**src/cbss_pkg.sv**
```systemverilog
// ----------------------------------------------------------------------------
// Cubic B-spline segment sampler package
// Shared constants, control-word types and the microcode program of the
// sampler sequencer.
// ----------------------------------------------------------------------------
package cbss_pkg;

  localparam int COORD_WIDTH_DEF = 16;
  localparam int MAX_SAMPLES_DEF = 64;

  localparam int U_W        = 16;
  localparam int STEP_W     = 17;
  localparam int SPS_W      = 7;
  localparam int CFG_IDX_W  = 2;
  localparam int CFG_DATA_W = 17;
  localparam int WSHIFT     = 24;
  localparam int W_W        = 28;
  localparam int PC_W       = 5;

  localparam logic [SPS_W-1:0]     SPS_RESET  = 7'd64;
  localparam logic [STEP_W-1:0]    STEP_RESET = 17'd1024;
  localparam logic [U_W-1:0]       U_MAX      = 16'hFFFF;
  localparam logic [CFG_IDX_W-1:0] CFG_IDX_SPS  = 2'd0;
  localparam logic [CFG_IDX_W-1:0] CFG_IDX_STEP = 2'd1;

  localparam logic [PC_W-1:0] PC_START = 5'd0;

  typedef enum logic [1:0] {A_U, A_V, A_PROD, A_W} a_sel_e;
  typedef enum logic [1:0] {B_U, B_V, B_PX, B_PY} b_sel_e;
  typedef enum logic [3:0] {
    WB_NONE, WB_UU, WB_U3, WB_WGT, WB_ADDX, WB_ADDY, WB_PREP, WB_DIV
  } wb_e;
  typedef enum logic [1:0] {SQ_NEXT, SQ_EMIT} seq_e;

  typedef struct packed {
    a_sel_e          a_sel;
    b_sel_e          b_sel;
    logic [1:0]      idx;
    wb_e             wb;
    seq_e            seq;
    logic [PC_W-1:0] target;
  } uword_t;

  function automatic uword_t uop(input a_sel_e a, input b_sel_e b, input logic [1:0] i,
                                 input wb_e wb, input seq_e sq,
                                 input logic [PC_W-1:0] tg);
    uword_t w;
    w = '{a, b, i, wb, sq, tg};
    return w;
  endfunction

  // One sample: weights from u, then eight products into two accumulators,
  // then a divide by six by reciprocal multiplication and the output beat.
  function automatic uword_t ucode(input logic [PC_W-1:0] pc);
    uword_t w;
    case (pc)
      5'd0:    w = uop(A_U,    B_U,  2'd0, WB_NONE, SQ_NEXT, PC_START);
      5'd1:    w = uop(A_PROD, B_U,  2'd0, WB_UU,   SQ_NEXT, PC_START);
      5'd2:    w = uop(A_V,    B_V,  2'd0, WB_U3,   SQ_NEXT, PC_START);
      5'd3:    w = uop(A_PROD, B_V,  2'd0, WB_NONE, SQ_NEXT, PC_START);
      5'd4:    w = uop(A_U,    B_U,  2'd0, WB_WGT,  SQ_NEXT, PC_START);
      5'd5:    w = uop(A_W,    B_PX, 2'd0, WB_NONE, SQ_NEXT, PC_START);
      5'd6:    w = uop(A_W,    B_PY, 2'd0, WB_ADDX, SQ_NEXT, PC_START);
      5'd7:    w = uop(A_W,    B_PX, 2'd1, WB_ADDY, SQ_NEXT, PC_START);
      5'd8:    w = uop(A_W,    B_PY, 2'd1, WB_ADDX, SQ_NEXT, PC_START);
      5'd9:    w = uop(A_W,    B_PX, 2'd2, WB_ADDY, SQ_NEXT, PC_START);
      5'd10:   w = uop(A_W,    B_PY, 2'd2, WB_ADDX, SQ_NEXT, PC_START);
      5'd11:   w = uop(A_W,    B_PX, 2'd3, WB_ADDY, SQ_NEXT, PC_START);
      5'd12:   w = uop(A_W,    B_PY, 2'd3, WB_ADDX, SQ_NEXT, PC_START);
      5'd13:   w = uop(A_U,    B_U,  2'd0, WB_ADDY, SQ_NEXT, PC_START);
      5'd14:   w = uop(A_U,    B_U,  2'd0, WB_PREP, SQ_NEXT, PC_START);
      5'd15:   w = uop(A_U,    B_U,  2'd0, WB_DIV,  SQ_NEXT, PC_START);
      5'd16:   w = uop(A_U,    B_U,  2'd0, WB_NONE, SQ_EMIT, PC_START);
      default: w = uop(A_U,    B_U,  2'd0, WB_NONE, SQ_NEXT, PC_START);
    endcase
    return w;
  endfunction

endpackage

```
**src/cubic_bspline_segment_sampler.sv**
```systemverilog
// ----------------------------------------------------------------------------
// Cubic B-spline segment sampler
// Keeps a window of three control points and, for each further point, emits
// a run of samples of the uniform cubic B-spline segment.
//
//   Channel  Dir  Handshake                  Payload
//   s_axis   in   s_axis_tvalid/tready       tdata: point_x, point_y; tuser: new_curve
//   m_axis   out  m_axis_tvalid/tready       tdata: curve_x, curve_y; tlast: last_of_segment
//   cfg      in   cfg_valid_i/cfg_ready_o    cfg_index_i, cfg_data_i
//
// A point that only fills the window is stored in it. A point that closes a
// segment runs the microcode once for each sample, stepping the single shared
// multiplier through weights and products, then one rounding step and one
// reciprocal multiply for the divide by six. The input is ready again in the
// cycle after the last sample is loaded. A stalled output beat holds the
// sequencer on its emit step. Reset empties the window and loads the register
// defaults; no clearing pass is needed.
// ----------------------------------------------------------------------------
module cubic_bspline_segment_sampler
  import cbss_pkg::*;
#(
  parameter int COORD_WIDTH = COORD_WIDTH_DEF,
  parameter int MAX_SAMPLES = MAX_SAMPLES_DEF
) (
  input  logic                                     clk_i,
  input  logic                                     rst_ni,
  // tdata: point_x, point_y (low bits first), zero padded to bytes
  input  logic [((2*COORD_WIDTH+7)/8)*8-1:0]       s_axis_tdata,
  // tuser: new_curve
  input  logic                                     s_axis_tuser,
  input  logic                                     s_axis_tvalid,
  output logic                                     s_axis_tready,
  // tdata: curve_x, curve_y (low bits first), zero padded to bytes
  output logic [((2*COORD_WIDTH+7)/8)*8-1:0]       m_axis_tdata,
  output logic                                     m_axis_tlast,
  output logic                                     m_axis_tvalid,
  input  logic                                     m_axis_tready,
  input  logic                                     cfg_valid_i,
  output logic                                     cfg_ready_o,
  input  logic [CFG_IDX_W-1:0]                     cfg_index_i,
  input  logic [CFG_DATA_W-1:0]                    cfg_data_i
);

  localparam int CW      = COORD_WIDTH;
  localparam int TDATA_W = ((2*CW+7)/8)*8;
  localparam int SAMP_W  = $clog2(MAX_SAMPLES+1);
  localparam int MA_W    = 34;
  localparam int MB_W    = (CW > 18) ? CW : 18;
  localparam int PROD_W  = MA_W + MB_W;
  localparam int ACC_W   = CW + 30;
  localparam int T_W     = ACC_W - WSHIFT;
  localparam int NUM_W   = CW + 3;
  localparam int RP_W    = 2*CW + 5;

  localparam logic signed [ACC_W-1:0] ROUND  = ACC_W'(64'sd3 <<< WSHIFT);
  localparam logic signed [T_W-1:0]   LIM    = T_W'(64'sd3 <<< CW);
  localparam logic [NUM_W-1:0]        DIV6_M =
    NUM_W'(((64'd1 << (CW+5)) + 64'd5) / 64'd6);
  localparam logic [29:0]             W4    = 30'd4 << WSHIFT;
  localparam logic [29:0]             W1    = 30'd1 << WSHIFT;

  typedef enum logic {ST_IDLE, ST_RUN} state_e;

  typedef struct packed {
    logic             hi;
    logic             lo;
    logic [NUM_W-1:0] num;
    logic [CW-1:0]    quo;
  } div_t;

  function automatic div_t div_prep(input logic signed [ACC_W-1:0] acc);
    logic signed [ACC_W-1:0] s;
    logic signed [T_W-1:0]   t;
    logic [T_W-1:0]          n;
    div_t                    d;
    s     = acc + ROUND;
    t     = signed'(s[ACC_W-1:WSHIFT]);
    n     = unsigned'(t + LIM);
    d.hi  = (t >= LIM);
    d.lo  = (t < -LIM);
    d.num = n[NUM_W-1:0];
    d.quo = '0;
    return d;
  endfunction

  function automatic div_t div_step(input div_t d);
    logic [RP_W-1:0] p;
    div_t            r;
    p     = RP_W'(d.num) * RP_W'(DIV6_M);
    r     = d;
    r.quo = p[RP_W-1:CW+5];
    return r;
  endfunction

  function automatic logic [CW-1:0] div_result(input div_t d);
    logic [CW-1:0] v;
    if (d.hi) begin
      v = {1'b0, {(CW-1){1'b1}}};
    end else if (d.lo) begin
      v = {1'b1, {(CW-1){1'b0}}};
    end else begin
      v = {~d.quo[CW-1], d.quo[CW-2:0]};
    end
    return v;
  endfunction

  state_e                  state_q, state_d;
  logic [PC_W-1:0]         pc_q, pc_d;
  logic [SPS_W-1:0]        sps_q, sps_d;
  logic [STEP_W-1:0]       step_q, step_d;
  logic signed [CW-1:0]    win_x_q [3];
  logic signed [CW-1:0]    win_x_d [3];
  logic signed [CW-1:0]    win_y_q [3];
  logic signed [CW-1:0]    win_y_d [3];
  logic [1:0]              held_q, held_d;
  logic [SAMP_W-1:0]       n_q, n_d, k_q, k_d;
  logic [U_W-1:0]          u_q, u_d;
  logic                    out_valid_q, out_valid_d;
  logic                    out_last_q, out_last_d;
  logic [CW-1:0]           out_x_q, out_x_d, out_y_q, out_y_d;

  logic signed [CW-1:0]    pt_x_q, pt_x_d, pt_y_q, pt_y_d;
  logic signed [PROD_W-1:0] prod_q, prod_d;
  logic [31:0]             uu_q, uu_d;
  logic [23:0]             u3_q, u3_d;
  logic signed [W_W-1:0]   w_q [4];
  logic signed [W_W-1:0]   w_d [4];
  logic signed [ACC_W-1:0] accx_q, accx_d, accy_q, accy_d;
  div_t                    divx_q, divx_d, divy_q, divy_d;

  uword_t                  uw;
  logic [STEP_W-1:0]       v_val;
  logic signed [CW-1:0]    px_sel, py_sel;
  logic signed [MA_W-1:0]  mul_a;
  logic signed [MB_W-1:0]  mul_b;
  logic [29:0]             u3e, u2e, ue8, w1_val, w2_val;
  logic [U_W+1:0]          u_sum;
  logic                    out_free;
  logic                    last_smp;
  logic [1:0]              held_eff;
  logic signed [CW-1:0]    in_x, in_y;

  assign uw            = ucode(pc_q);
  assign v_val         = {1'b1, {U_W{1'b0}}} - {1'b0, u_q};
  assign s_axis_tready = (state_q == ST_IDLE);
  assign cfg_ready_o   = 1'b1;
  assign m_axis_tvalid = out_valid_q;
  assign m_axis_tlast  = out_last_q;
  assign m_axis_tdata  = TDATA_W'({out_y_q, out_x_q});
  assign in_x          = signed'(s_axis_tdata[CW-1:0]);
  assign in_y          = signed'(s_axis_tdata[2*CW-1:CW]);
  assign out_free      = !out_valid_q || m_axis_tready;
  assign last_smp      = (SAMP_W'(k_q + 1'b1) == n_q);
  assign held_eff      = s_axis_tuser ? 2'd0 : held_q;

  assign u3e    = 30'(u3_q);
  assign u2e    = 30'(uu_q[31:8]);
  assign ue8    = 30'({u_q, 8'h00});
  assign w1_val = 30'd3 * u3e - 30'd6 * u2e + W4;
  assign w2_val = 30'd3 * u2e + 30'd3 * ue8 + W1 - 30'd3 * u3e;
  assign u_sum  = {2'b00, u_q} + {1'b0, step_q};

  always_comb begin
    case (uw.idx)
      2'd0:    begin px_sel = win_x_q[0]; py_sel = win_y_q[0]; end
      2'd1:    begin px_sel = win_x_q[1]; py_sel = win_y_q[1]; end
      2'd2:    begin px_sel = win_x_q[2]; py_sel = win_y_q[2]; end
      default: begin px_sel = pt_x_q;     py_sel = pt_y_q;     end
    endcase
  end

  always_comb begin
    case (uw.a_sel)
      A_U:     mul_a = signed'(MA_W'(u_q));
      A_V:     mul_a = signed'(MA_W'(v_val));
      A_PROD:  mul_a = signed'(MA_W'(prod_q[32:0]));
      A_W:     mul_a = MA_W'(w_q[uw.idx]);
      default: mul_a = '0;
    endcase
    case (uw.b_sel)
      B_U:     mul_b = signed'(MB_W'(u_q));
      B_V:     mul_b = signed'(MB_W'(v_val));
      B_PX:    mul_b = MB_W'(px_sel);
      B_PY:    mul_b = MB_W'(py_sel);
      default: mul_b = '0;
    endcase
  end

  always_comb begin
    state_d     = state_q;
    pc_d        = pc_q;
    sps_d       = sps_q;
    step_d      = step_q;
    win_x_d     = win_x_q;
    win_y_d     = win_y_q;
    held_d      = held_q;
    n_d         = n_q;
    k_d         = k_q;
    u_d         = u_q;
    out_valid_d = out_valid_q && !m_axis_tready;
    out_last_d  = out_last_q;
    out_x_d     = out_x_q;
    out_y_d     = out_y_q;
    pt_x_d      = pt_x_q;
    pt_y_d      = pt_y_q;
    prod_d      = PROD_W'(mul_a) * PROD_W'(mul_b);
    uu_d        = uu_q;
    u3_d        = u3_q;
    w_d         = w_q;
    accx_d      = accx_q;
    accy_d      = accy_q;
    divx_d      = divx_q;
    divy_d      = divy_q;

    if (cfg_valid_i) begin
      case (cfg_index_i)
        CFG_IDX_SPS:  sps_d = cfg_data_i[SPS_W-1:0];
        CFG_IDX_STEP: step_d = cfg_data_i[STEP_W-1:0];
        default: ;
      endcase
    end

    case (state_q)
      ST_IDLE: begin
        if (s_axis_tvalid) begin
          if (s_axis_tuser) begin
            win_x_d = '{default: '0};
            win_y_d = '{default: '0};
          end
          if (held_eff != 2'd3) begin
            for (int i = 0; i < 3; i++) begin
              if (held_eff == 2'(i)) begin
                win_x_d[i] = in_x;
                win_y_d[i] = in_y;
              end
            end
            held_d = held_eff + 2'd1;
          end else begin
            pt_x_d  = in_x;
            pt_y_d  = in_y;
            k_d     = '0;
            u_d     = '0;
            pc_d    = PC_START;
            state_d = ST_RUN;
            if (sps_q == '0) begin
              n_d = SAMP_W'(1);
            end else if (32'(sps_q) > MAX_SAMPLES) begin
              n_d = SAMP_W'(MAX_SAMPLES);
            end else begin
              n_d = SAMP_W'(sps_q);
            end
          end
        end
      end
      ST_RUN: begin
        case (uw.wb)
          WB_UU: uu_d = prod_q[31:0];
          WB_U3: u3_d = prod_q[47:24];
          WB_WGT: begin
            w_d[0] = W_W'(prod_q[48:24]);
            w_d[1] = signed'(w1_val[W_W-1:0]);
            w_d[2] = signed'(w2_val[W_W-1:0]);
            w_d[3] = W_W'(u3_q);
            accx_d = '0;
            accy_d = '0;
          end
          WB_ADDX: accx_d = accx_q + ACC_W'(prod_q);
          WB_ADDY: accy_d = accy_q + ACC_W'(prod_q);
          WB_PREP: begin
            divx_d = div_prep(accx_q);
            divy_d = div_prep(accy_q);
          end
          WB_DIV: begin
            divx_d = div_step(divx_q);
            divy_d = div_step(divy_q);
          end
          default: ;
        endcase

        case (uw.seq)
          SQ_NEXT: pc_d = pc_q + 1'b1;
          SQ_EMIT: begin
            if (out_free) begin
              out_valid_d = 1'b1;
              out_last_d  = last_smp;
              out_x_d     = div_result(divx_q);
              out_y_d     = div_result(divy_q);
              if (last_smp) begin
                state_d    = ST_IDLE;
                win_x_d[0] = win_x_q[1];
                win_x_d[1] = win_x_q[2];
                win_x_d[2] = pt_x_q;
                win_y_d[0] = win_y_q[1];
                win_y_d[1] = win_y_q[2];
                win_y_d[2] = pt_y_q;
              end else begin
                k_d  = k_q + 1'b1;
                u_d  = (u_sum > {2'b00, U_MAX}) ? U_MAX : u_sum[U_W-1:0];
                pc_d = uw.target;
              end
            end
          end
          default: pc_d = pc_q + 1'b1;
        endcase
      end
      default: state_d = ST_IDLE;
    endcase
  end

  always_ff @(posedge clk_i or negedge rst_ni) begin
    if (!rst_ni) begin
      state_q     <= ST_IDLE;
      pc_q        <= PC_START;
      sps_q       <= SPS_RESET;
      step_q      <= STEP_RESET;
      win_x_q     <= '{default: '0};
      win_y_q     <= '{default: '0};
      held_q      <= '0;
      n_q         <= '0;
      k_q         <= '0;
      u_q         <= '0;
      out_valid_q <= 1'b0;
      out_last_q  <= 1'b0;
      out_x_q     <= '0;
      out_y_q     <= '0;
    end else begin
      state_q     <= state_d;
      pc_q        <= pc_d;
      sps_q       <= sps_d;
      step_q      <= step_d;
      win_x_q     <= win_x_d;
      win_y_q     <= win_y_d;
      held_q      <= held_d;
      n_q         <= n_d;
      k_q         <= k_d;
      u_q         <= u_d;
      out_valid_q <= out_valid_d;
      out_last_q  <= out_last_d;
      out_x_q     <= out_x_d;
      out_y_q     <= out_y_d;
    end
  end

  always_ff @(posedge clk_i) begin
    pt_x_q <= pt_x_d;
    pt_y_q <= pt_y_d;
    prod_q <= prod_d;
    uu_q   <= uu_d;
    u3_q   <= u3_d;
    w_q    <= w_d;
    accx_q <= accx_d;
    accy_q <= accy_d;
    divx_q <= divx_d;
    divy_q <= divy_d;
  end

endmodule

```
**config.mk**
```make
export PLATFORM = sky130hd
export DESIGN_NAME = cubic_bspline_segment_sampler
export DESIGN_NICKNAME = d
export VERILOG_FILES = /design/src/cbss_pkg.sv /design/src/cubic_bspline_segment_sampler.sv
export SDC_FILE = /design/constraint.sdc
export NUM_CORES = 2
export LEC_CHECK = 0
export BUFFER_PORTS_ARGS = -buffer_cell sky130_fd_sc_hd__buf_2
export CAP_MARGIN = 5
export CORE_MARGIN = 2
export CORE_UTILIZATION = 60
export DETAILED_ROUTE_END_ITERATION = 16
export PLACE_DENSITY_LB_ADDON = 0.2
export RECOVER_POWER = 100
export SLEW_MARGIN = 20
export SYNTH_ARGS = -nofsm -noshare
export SYNTH_HDL_FRONTEND = slang
export SYNTH_SLANG_ARGS = --single-unit
```
**constraint.sdc**
```tcl
create_clock -name clk_i -period 13.75 [get_ports clk_i]
set_input_delay 1.375 -clock clk_i [delete_from_list [all_inputs] [get_ports clk_i]]
set_output_delay 1.375 -clock clk_i [all_outputs]
set_load 0.05 [all_outputs]
```
==> impl_metrics.json <==
{
  "routed_via_density": 5.86,
  "cp_slowest_cell": "clkbuf_1",
  "stdcell_count": 9040,
  "cts.sinks": 591,
  "postCtsHoldBufs": 0,
  "synth_nets": 9114,
  "slew_headroom_pct": -234,
  "routed_wl_um": 187000,
  "post_cts_buffers": 0,
  "ys_top_cells_by_area": "fa_1, edfxtp_1, ha_1, inv_1, dfrtp_1",
  "r2r_end": "prod_q[44]",
  "globalplace.congestion": 0.938,
  "grt_first_pass_wirelength_um": 298000,
  "synth_area_leader_cell": "fa_1",
  "cp-start-kind": "flip-flop",
  "reg2reg_depth": 31,
  "synthTopCellsByCount": "inv_1, fa_1, ha_1, nand2_1, nor2_1",
  "seq_area_mm2": 0.0163,
  "cp_common_cell": "fa_1",
  "grt_max_degree": 97,
  "die_area_mm2": 0.119,
  "vias": 53003,
  "netlist.area_leader.share_pct": 24.2,
  "fin_crit_sh_pct": 85.8,
  "final_nets": 9087,
  "critPathKind": "reg2reg",
  "chipHeight_um": 345,
  "rr_startpoint": "pc_q[0]",
  "insertion_delay_ns": 0.65,
  "yosysWarningCount": 0,
  "max_freq_mhz": 84.8,
  "hold_viol_final": 0,
  "cts-resized-gates": 0,
  "synth_seq_area_share_pct": 23.3,
  "clockRootBuffer": "clkbuf_16",
  "cts_inserted_buffers": 69,
  "synth_edf_count": 350,
  "clk_path_buf_depth": 3,
  "r2r_setup_slack_ns": 1.96,
  "ys_async_sr_fraction_pct": 32.5,
  "dp_hpwl_um": 145000,
  "startpoint": "pc_q[0]",
  "max_stage_delay_ns": 1.20,
  "grt_usage_pct": 31.9,
  "slew_violations": 1033,
  "io_pins": 93,
  "setup-violations-final": 0,
  "synthMostInstantiatedCell": "inv_1",
  "core_mm2": 0.116,
  "worst_slew_pin_slew_ns": 5.01,
  "required_ns": 14.26,
  "path_max_fanout": 59,
  "area_growth_pct": 5.83,
  "setup.worst_path.end": "prod_q[44]",
  "drc": 0,
  "synth.distinct_cells": 109,
  "port_buffers": 91,
  "synth_flop_cell": "edfxtp_1",
  "synth_seq_cells": 591,
  "min_period_ns": 11.79,
  "violations": "max-capacitance violations, max-slew violations",
  "initial_utilization_pct": 60.3,
  "grt_antenna_before_repair": 12,
  "synth_cells": 7487,
  "postRouteAntennaNets": 0,
  "multi_input_area_mm2": 0.0475,
  "wl_per_cell_um": 20.7,
  "die_x_um": 345,
  "n_fill_cell": 9710,
  "rsz0062_at_grt": "no",
  "worst_setup_path_end_kind": "flip-flop",
  "grt_pass1_vias": 54419,
  "initialDrtViolationCount": 4795,
  "overflow": 0,
  "holdPathStages": 0,
  "fin_skew_ns": 0.0341,
  "drive_above_1_share_pct": 4.42,
  "syn-cell-area_mm2": 0.0698,
  "status": "complete, but fails checks",
  "synth_area_per_cell_um2": 9.33,
  "timing.setup.tns_ns": 0,
  "htreeDepth": 3,
  "dp.cells": 8913,
  "arrival_ns": 12.30,
  "whs_ns": 0.410,
  "hold_class": "reg2reg",
  "rows": 125,
  "path_clk_slew_ns": 0.06,
  "first_pass_iters": 8,
  "cts_tree": "done",
  "cap_violations": 21
}
-- worst min-delay path by stage --
| stage | start | endpoint | slack, ns |
|---|---|---|---|
| floorplan | prod_q[48] | w_q[108] | 0.39 |
| global placement | prod_q[48] | w_q[108] | 0.40 |
| detailed placement | prod_q[48] | w_q[108] | 0.40 |
| CTS | prod_q[48] | w_q[108] | 0.41 |
| global route | prod_q[48] | w_q[108] | 0.42 |
| finish | prod_q[48] | w_q[108] | 0.41 |
-- flip-flops by register name (all words and copies together), names as in the netlist, 5 cells and up --
| signal | flops |
|---|---|
| pt_x_q | 16 |
| pt_y_q | 16 |
| out_x_q | 16 |
| out_y_q | 16 |
| k_q | 7 |
| win_x_q | 48 |
| prod_q | 49 |
| step_q | 17 |
| w_q | 104 |
| pc_q | 5 |
| win_y_q | 48 |
| uu_q | 24 |
| u_q | 16 |
| accy_q | 46 |
| divy_q | 37 |
| sps_q | 7 |
| divx_q | 37 |
| accx_q | 46 |
| u3_q | 24 |
| n_q | 7 |
-- cell families after synthesis --
family / count (synthesis) / share of synthesized area, %
simple gates: 2021 / 13.3
mux: 63 / 1.33
xor+xnor: 331 / 4.15
flops: 591 / 23.3
buf+inv: 1587 / 8.80
other cells: 1 / 0.00537
fa+ha+maj: 1570 / 37.2
compound gates: 1323 / 11.8
-- critical path, delay by kind of cell, from the launching register on --
| family | cells | cell delay, ns |
|---|---|---|
| and+or+nand+nor | 6 | 1.26 |
| muxes | 1 | 0.67 |
| AOI/OAI and AO/OA | 10 | 3.92 |
| adders and majority gates | 9 | 3.66 |
| DFF | 1 | 0.45 |
| xor gates and xnor gates | 1 | 0.16 |
| buffers and inverters | 4 | 1.53 |
-- through the flow --
| stage | area (um^2) | setup slack [ns] | util (%) |
|---|---|---|---|
| detailed placement | 71800 | 3.20 | 62.0 |
| finish | 73900 | 1.96 | 63.8 |
| global route | 73900 | 1.43 | 63.8 |
| global placement | 71800 | 3.34 | 62.0 |
| floorplan | 69800 | 0.870 | - |
| CTS | 74200 | 3.17 | 64.0 |
-- cell usage in the layout (no fill, tap or decap), types with 102 or more instances in the layout --
cell type	count
nor3b_1	103
nand2b_1	102
fa_1	846
a21oi_1	519
edfxtp_1	350
ha_1	724
o21ai_0	274
clkbuf_1	110
xnor2_1	204
a21o_1	132
nand2_1	692
dfrtp_1	189
nor2_1	648
xor2_1	127
inv_1	1315
-- metal layers --
metal / vias to the layer above / global-route usage (%) / share of wire (%)
li1: 24367 / - / -
met4: 2 / 11.5 / 4.0
met1: 26211 / 43.9 / 42
met2: 2029 / 51.3 / 46
met5: - / 0 / 0.0070
met3: 394 / 5.05 / 8.5
-- final cells by class --
class / instances / area share, %
clock inverters: 30 / 0.455
diodes: 1 / 0.00339
well taps: 1524 / 2.58
clock buffers: 96 / 2.71
multi-input cells: 5309 / 64.3
repair buffers: 173 / 1.21
flip-flops and latches: 591 / 22.1
inverters: 1316 / 6.68
Power is left out: the tool's default activity adds up to more than one toggle a clock period on the data nets, which glitch-free logic cannot reach.
